File: src/rtl/pcvb_pkg.sv
`default_nettype none
// ---------------------------------------------------------------------------
// pcvb_pkg
// Shared types and constants for the point cloud voxel binner.
// ---------------------------------------------------------------------------
package pcvb_pkg;

    typedef enum logic [1:0] {
        OP_BOUND    = 2'd0,
        OP_NUCLEUS  = 2'd1,
        OP_ELECTRON = 2'd2,
        OP_READ     = 2'd3
    } op_t;

    localparam logic CFG_VOXEL_SIZE = 1'b0;
    localparam logic CFG_GRID_DIM   = 1'b1;

    localparam logic [15:0] VOXEL_SIZE_RESET = 16'd128;
    localparam logic [5:0]  GRID_DIM_RESET   = 6'd32;

endpackage
`default_nettype wire

File: src/rtl/pcvb_front.sv
`default_nettype none
// ---------------------------------------------------------------------------
// pcvb_front
// Accepts items, tracks minima, computes voxel indices with a shared serial
// divider and pushes classified commands into a one-entry queue.
// ---------------------------------------------------------------------------
module pcvb_front
    import pcvb_pkg::*;
#(
    parameter int MAX_DIM    = 32,
    parameter int COORD_BITS = 20,
    localparam int IW = $clog2(MAX_DIM)
) (
    input  wire                   aclk,
    input  wire                   aresetn,
    input  wire                   s_valid,
    output logic                  s_ready,
    input  wire  [1:0]            s_opcode,
    input  wire  [COORD_BITS-1:0] s_coord_x,
    input  wire  [COORD_BITS-1:0] s_coord_y,
    input  wire  [COORD_BITS-1:0] s_coord_z,
    input  wire  [4:0]            s_read_x,
    input  wire  [4:0]            s_read_y,
    input  wire  [4:0]            s_read_z,
    input  wire  [15:0]           voxel_size,
    input  wire  [5:0]            grid_dim,
    output logic                  q_valid,
    input  wire                   q_ready,
    output logic [1:0]            q_op,
    output logic                  q_err,
    output logic [IW-1:0]         q_x,
    output logic [IW-1:0]         q_y,
    output logic [IW-1:0]         q_z
);
    localparam int SW = COORD_BITS + 1;   // magnitude of a difference
    localparam int CW = $clog2(SW + 1);

    typedef enum logic [3:0] {
        ST_IDLE = 4'b0001,
        ST_DIV  = 4'b0010,
        ST_NEXT = 4'b0100,
        ST_PUSH = 4'b1000
    } st_t;

    st_t st_reg, st_next;
    logic signed [COORD_BITS-1:0] min_reg [3];
    logic signed [COORD_BITS-1:0] crd_reg [3];
    logic [1:0]    op_reg;
    logic [1:0]    axis_reg;
    logic [SW-1:0] num_reg;    // shifts out as quotient
    logic [16:0]   rem_reg;
    logic          neg_reg;
    logic [CW-1:0] cnt_reg;
    logic          err_reg;
    logic [IW-1:0] idx_reg [3];
    logic          qv_reg;

    logic [6:0] eff_dim;
    assign eff_dim = ({1'b0, grid_dim} > 7'(MAX_DIM)) ? 7'(MAX_DIM) : {1'b0, grid_dim};

    logic signed [SW-1:0] diff;
    logic [SW-1:0] mag;
    assign diff = SW'(crd_reg[axis_reg]) - SW'(min_reg[axis_reg]);
    assign mag  = diff[SW-1] ? SW'(-diff) : SW'(diff);

    logic [17:0] trial;
    assign trial = {rem_reg, num_reg[SW-1]} - {2'b0, voxel_size};

    // quotient including the bit produced by the current step
    logic [SW-1:0] quo;
    assign quo = {num_reg[SW-2:0], ~trial[17]};

    logic quo_bad;
    assign quo_bad = (neg_reg && quo != '0) || (quo >= SW'(eff_dim));

    logic push;
    assign push = (st_reg == ST_PUSH) && (!qv_reg || q_ready);

    assign s_ready = (st_reg == ST_IDLE);
    assign q_valid = qv_reg;

    always_comb begin
        st_next = st_reg;
        case (st_reg)
            ST_IDLE: if (s_valid) begin
                if (s_opcode inside {OP_BOUND, OP_READ}) st_next = ST_PUSH;
                else st_next = ST_NEXT;
            end
            ST_NEXT: st_next = ST_DIV;
            ST_DIV:  if (cnt_reg == '0) st_next = (axis_reg == 2'd2) ? ST_PUSH : ST_NEXT;
            ST_PUSH: if (!qv_reg || q_ready) st_next = ST_IDLE;
            default: st_next = ST_IDLE;
        endcase
    end

    always_ff @(posedge aclk) begin
        if (!aresetn) begin
            st_reg <= ST_IDLE;
            qv_reg <= 1'b0;
            for (int i = 0; i < 3; i++) min_reg[i] <= '0;
        end else begin
            st_reg <= st_next;
            if (push) qv_reg <= 1'b1;
            else if (q_ready) qv_reg <= 1'b0;
            case (st_reg)
                ST_IDLE: if (s_valid) begin
                    op_reg     <= s_opcode;
                    crd_reg[0] <= s_coord_x;
                    crd_reg[1] <= s_coord_y;
                    crd_reg[2] <= s_coord_z;
                    axis_reg   <= 2'd0;
                    case (s_opcode)
                        OP_BOUND: begin
                            err_reg <= 1'b0;
                            if ($signed(s_coord_x) < min_reg[0]) min_reg[0] <= s_coord_x;
                            if ($signed(s_coord_y) < min_reg[1]) min_reg[1] <= s_coord_y;
                            if ($signed(s_coord_z) < min_reg[2]) min_reg[2] <= s_coord_z;
                        end
                        OP_READ: begin
                            err_reg <= (7'(s_read_x) >= eff_dim) || (7'(s_read_y) >= eff_dim)
                                    || (7'(s_read_z) >= eff_dim);
                            idx_reg[0] <= IW'(s_read_x);
                            idx_reg[1] <= IW'(s_read_y);
                            idx_reg[2] <= IW'(s_read_z);
                        end
                        default: err_reg <= (voxel_size == '0);
                    endcase
                end
                ST_NEXT: begin
                    num_reg <= mag;
                    neg_reg <= diff[SW-1];
                    rem_reg <= '0;
                    cnt_reg <= CW'(SW - 1);
                end
                ST_DIV: begin
                    // restoring division, one quotient bit per cycle
                    if (!trial[17]) rem_reg <= trial[16:0];
                    else rem_reg <= {rem_reg[15:0], num_reg[SW-1]};
                    num_reg <= quo;
                    if (cnt_reg != '0) begin
                        cnt_reg <= cnt_reg - 1'b1;
                    end else begin
                        idx_reg[axis_reg] <= IW'(quo);
                        if (quo_bad) err_reg <= 1'b1;
                        axis_reg <= axis_reg + 1'b1;
                    end
                end
                default: ;
            endcase
        end
    end

    always_ff @(posedge aclk) begin
        if (push) begin
            q_op  <= op_reg;
            q_err <= err_reg;
            q_x   <= idx_reg[0];
            q_y   <= idx_reg[1];
            q_z   <= idx_reg[2];
        end
    end

    assert property (@(posedge aclk) disable iff (!aresetn)
        q_valid && !q_ready |=> q_valid)
        else $error("queue entry dropped");
    assert property (@(posedge aclk) disable iff (!aresetn)
        s_valid && s_ready |=> !s_ready)
        else $error("front accepted while busy");
    assert property (@(posedge aclk) disable iff (!aresetn)
        $onehot(st_reg))
        else $error("front state corrupt");
endmodule
`default_nettype wire

File: config.mk
export PLATFORM = sky130hd
export DESIGN_NAME = pcvb_front
export DESIGN_NICKNAME = d
export VERILOG_FILES = /design/src/rtl/pcvb_pkg.sv /design/src/rtl/pcvb_front.sv
export SDC_FILE = /design/constraint.sdc
export NUM_CORES = 1
export LEC_CHECK = 0
export BUFFER_PORTS_ARGS = -buffer_cell sky130_fd_sc_hd__buf_2
export CAP_MARGIN = 20
export CORE_MARGIN = 10
export CORE_UTILIZATION = 65
export DETAILED_ROUTE_END_ITERATION = 7
export PLACE_DENSITY = 0.84
export SYNTH_ARGS = -nofsm -noshare
export SYNTH_HDL_FRONTEND = slang
export SYNTH_SLANG_ARGS = --single-unit
export TNS_END_PERCENT = 100
File: constraint.sdc
create_clock -name aclk -period 7.8 [get_ports aclk]
set_clock_uncertainty 0.2 [all_clocks]
set_input_delay 1.95 -clock aclk [delete_from_list [all_inputs] [get_ports aclk]]
set_output_delay 1.95 -clock aclk [all_outputs]
set_load 0.01 [all_outputs]
Word level (Yosys, flattened, before mapping)
Memory sizes are Yosys's and may differ from the RTL's. A register that Yosys moved wholly into a read port is not among the register bits.
Cells that the tools add are included.
- register bits after elaboration: 57
- RAM bits: 135
- input bits: 103
- logic and storage cells: 130
- memories kept: 3
- add/subtract/negate cells: 5
- order comparisons: 8
- eq/ne operators: 12
- multiplexer cells: 63
- bitwise logic cells: 4
- reduce and logical (&&, ||, !) cells: 24
- memory list (memory ; depth ; width ; read ports ; clocked after memory_dff ; write ports ; line ; RTL):
    crd_reg ; 3 ; 20 ; 1 ; 1 ; 3 ; pcvb_front.sv:47 ; logic signed [COORD_BITS-1:0] crd_reg [3];
    min_reg ; 3 ; 20 ; 4 ; 1 ; 3 ; pcvb_front.sv:46 ; logic signed [COORD_BITS-1:0] min_reg [3];
    idx_reg ; 3 ; 5 ; 3 ; 3 ; 3 ; pcvb_front.sv:55 ; logic [IW-1:0] idx_reg [3];
- operator list (kind ; count):
    less-than comparator 20 bit ; 3
    2-to-1 mux 20 bit ; 3
    case mux 21 bit (2 select lines) ; 1
    2-to-1 mux 1 bit ; 38
    case mux 17 bit (2 select lines) ; 1
    >= comparator 21 x 6 -> 1 bit ; 1
    2-to-1 mux 21 bit ; 1
    negation 21 bit ; 1
    nonzero test 21 bit ; 1
    subtractor 20 x 20 -> 21 bit ; 1
    2-to-1 mux 4 bit ; 5
    >= comparator 5 x 6 -> 1 bit ; 3
    subtractor 18 x 16 -> 18 bit ; 1
    2-to-1 mux 17 bit ; 1
    zero test 16 bit ; 1
    case mux 4 bit (4 select lines) ; 1
    2-to-1 mux 2 bit ; 5
    2-to-1 mux 5 bit ; 2
    != test 2 bit, second input constant ; 5
    case mux 5 bit (2 select lines) ; 1
    AND reduction 3 bit ; 3
    nonzero test 2 bit ; 4
    > comparator 6 bit, second input constant ; 1
    2-to-1 mux 6 bit ; 1
    22 further kinds ; 31

Longest topological paths before layout
An unclocked memory read counts as a cell.
- depth in word-level cells: 9
- mapped depth: 20
- gate-level depth less buffers: 19

Least setup slack after synthesis
No wires, ideal clock.
- kind: input -> register
- from: input voxel_size[10]
- to: register err_reg (enable)
- setup time: 0.257 ns
- arrival: 5.320 ns
- data required time: 7.343 ns
- path slack: 2.023 ns
- stages: 20
- cells stage by stage: inv_1 > ha_1 > a21o_1 > a21o_1 > a21o_1 > o2bb2ai_1 > o311ai_1 > nand2_1 > xor2_1 > buf_4 > inv_2 > ha_1 > nand2b_1 > a21o_1 > a21oi_1 > nor2b_1 > o21ai_0 > nand2b_1 > a2111oi_0 > a21oi_1
- longest elaborated chain between the ends: 7
- RTL lines (item ; line ; RTL):
    start: declaration ; pcvb_front.sv:25 ; input wire [15:0] voxel_size,
    subtractor 18 x 16 -> 18 bit * ; pcvb_front.sv:67 ; assign trial = {rem_reg, num_reg[SW-1]} - {2'b0, voxel_size};
    inverter 1 bit * ; pcvb_front.sv:71 ; assign quo = {num_reg[SW-2:0], ~trial[17]};
    branches (longest 2 deep; another with >= comparator 21 x 6 -> 1 bit) ; - ;
    logical OR 1 bit * ; pcvb_front.sv:74 ; assign quo_bad = (neg_reg && quo != '0) || (quo >= SW'(eff_dim));
    != test 2 bit (no line) * ; - ;
    AND reduction 5 bit (no line) * ; - ;
    end signal: assignment ; pcvb_front.sv:120 ; err_reg <= (7'(s_read_x) >= eff_dim) || (7'(s_read_y) >= eff_dim)
    end signal: assignment ; pcvb_front.sv:126 ; default: err_reg <= (voxel_size == '0);
    end: declaration ; pcvb_front.sv:54 ; logic err_reg;
Every way passes the cells marked *.
A chain may end at the register's enable or synchronous reset.

Worst setup path in the final report
- from: input voxel_size[1]
- to: register err_reg (enable)
The elaborated chain is that of the path after synthesis.

==> impl_results.md <==
* Status: finished, final reports clean
* Register clock-pin slew on the reported worst setup and hold paths at ~60 ps
* Max-capacitance violation count at 0
* HPWL after detailed placement at 22000 um
* Final net count at 1604
* Die W at ~160 um
* Number of flops mapped to enable cells by yosys at 202
* Clk buf depth at 3
* FF-to-FF path depth at 15
* Post-synth top area share at 45.9%
* Hold Path Class: flip-flop to flip-flop
* Critical path class: input port to flip-flop
* Met1 Use GR at 28.5%
* Register area at 6210 um^2
* Fillers at 1344
* Crit end category: flip-flop
* Root Buffer: clkbuf_16
* Post-synth cell types at 83
* Die ar. at 26400 um^2
* CTS Hold Buffers Added at 0
* Crit path to: err_reg$_SDFFCE_PP1P_
* Mapped Area at 13200 um^2
* Clk_lat worst skew at 520 ps
* Initial DRT Pass Iterations at 5
* Final instance area at 14800 um^2
* Lkg Pwr at 6.15 nW
* Synth area leader: edfxtp_1
* Util after Layout at 73.6%
* Mapped Cells at 1262
* Starting Density at 65.7%
* Die Y at 163 um
* Global-route wire length before repair at 50100 um
* Area after DPL at approximately 14000 um^2
* Syn avg cell area at 10.5 um^2
* Critical Path Fanout Max at 6
* GRT Util Overall at 22.9%
* PD cells at roughly 300 nW/um^2
* Main synth FF type: edfxtp_1
* Fin. Hold Viols at 0
* GP Congestion at 0.899
* Synthesis Warnings at 0
* Drt wl/cell at approximately 18 um
* TritonCTS clock tree: yes
* Fin Setup TNS at 0 ps
* Clock sinks at 209
* Layout cells sized above 1 at between 10% and 20%
* Detailed Route WL at 30500 um
* Synth top area cells: edfxtp_1 46%, ha_1 11%, mux2i_1 3.5%, a21oi_1 3.4%, and2_1 3.3%
* Total power draw at about 4.4 mW
* Met2 Usage GRT at 40.9%
* Post CTS Setup Buffer Count at 0
* Worst R2R End: num_reg[18]$_DFFE_PP_
* Largest net degree at the start of global routing at approximately 80
* Worst Setup Start Kind: input port
* Num CTS Buffers at 23
* Setup violations, final at 0
* Arrival time worst endpoint at 5830 ps
* Area of the multi-input gates at roughly 6400 um^2
* R2R setup slack at 3070 ps
* Layout Area Growth over Synthesis at 12.0%
* Max rail drop VDD at 205 uV
* Final ANT Viol Nets at 0
* Period utilization at roughly three quarters
* Setup crit start: voxel_size[1]
* Slew headroom at 32.9%
* Post-synthesis sequential area ratio at 47.0%
* Unrepaired setup endpoints after global routing: false
* Req. time, crit path at 7870 ps
* Htree depth at 1
* Port-buffer cells at 122
* Std-Cell Rows at between 50 and 60
* Pins Over Slew Limit at 0
* Vias in the first global route at 10214
* # DRC at 0
* Worst-Margin Slew at approximately 1000 ps
* WHS at between 200 and 250 ps
* Fmax at 0.174 GHz
* Initial antenna violation count at 0
* First-iteration detailed-routing DRC count at 769
* Met3 Use GR at 3.26%
* Vias post-DR at 9949
* Busiest grt layer: met2
* Post-cts gate resize count at 0
* Overflow after GRT at 0
* Number of synthesized register bits at 209
* I/O Pins at 123
* Post-synth ARST share at 0%
* Post-layout min period at 5760 ps
* Syn Nets at 1488
* ANT cells at 0
* Drt via density at roughly 6
* Core area at 20100 um^2
-- kinds of logic after synthesis --
group	count (synthesis)	synth area share [%]
compound gates	277	13.7
simple gates	409	16.1
flops	209	47.0
buf+inv	148	4.39
fa+ha+maj	123	11.8
xor+xnor	36	2.39
mux	60	4.71
-- layout by cell type, fill, tap and decap left out, drive strengths merged, types with 34 or more instances in the layout --
cell type | synthesis | routed
a21o | 36 | 36
mux2i | 46 | 46
o21ai | 74 | 74
ha | 121 | 121
buf | 10 | 131
nand2 | 101 | 101
edfxtp | 202 | 202
inv | 108 | 109
nand3 | 34 | 34
and2 | 70 | 70
a21oi | 90 | 90
nor2 | 90 | 90
-- worst min-delay path by stage --
stage	cells after the start	to	slack, ps	start
after floorplan	0	q_err$_DFFE_PP_	200	err_reg$_SDFFCE_PP1P_
after global routing	0	q_op[0]$_DFFE_PP_	220	op_reg[0]$_DFFE_PP_
after CTS	0	q_x[2]$_DFFE_PP_	220	idx_reg[0][2]$_DFFE_PP_
after global placement	0	q_x[2]$_DFFE_PP_	200	idx_reg[0][2]$_DFFE_PP_
after detailed placement	0	q_x[2]$_DFFE_PP_	200	idx_reg[0][2]$_DFFE_PP_
final	0	q_x[2]$_DFFE_PP_	220	idx_reg[0][2]$_DFFE_PP_
-- metrics by stage --
step	worst slack (ps)	instances
after floorplan	2020	1262
after global placement	1760	1623
after detailed placement	1640	1623
after CTS	2120	1659
after global routing	1640	1659
final	2040	1659
-- per-layer routing --
layer | vias to the layer above | routed length, um
met3 | 59 | 1780
met2 | 363 | 15200
li1 | 4818 | -
met4 | 0 | 678
met5 | - | 0
met1 | 4709 | 12800
-- critical path: stages --
cell	delay, ps
buf_2	110
inv_1	60
ha_1	270
nor2b_1	140
o21ai_0	140
a2111oi_0	770
o21ba_2	290
o311ai_1	150
nand2_1	130
xor2_2	170
inv_2	100
ha_1	290
nand2b_1	140
a21o_1	180
a21oi_1	170
nor2b_1	60
o21ai_0	140
nand2b_1	70
a2111oi_0	370
a21oi_1	130
-- where the power goes --
group          switching [mW]  total, mW  internal [mW]  leakage (nW)
Sequential             0.0453       1.48           1.43          1.97
Combinational            1.15       1.90          0.748          3.82
Clock                   0.428       1.07          0.638         0.353
-- synthesized netlist by cell type (all sizes together), types with 9 or more instances --
library cell / n
mux2: 14
o21a: 9
clkbuf: 30
nor4: 9
inv: 108
a21oi: 90
mux2i: 46
nor2: 90
a211oi: 11
buf: 10
ha: 121
nand3: 34
and2: 70
xnor2: 21
nand4: 12
a21o: 36
xor2: 15
o21ai: 74
nor2b: 16
nand2b: 18
nor3: 21
edfxtp: 202
nand2: 101
and3: 10
-- layout make-up --
type,count,area share (%)
sequential,209,42.0
tap,270,2.28
clock buffer,27,3.99
clock inverter,9,0.913
multi-input combinational,905,43.5
inverter,108,2.74
timing repair buffer,131,4.58
Power figures use the tool's default switching activity.
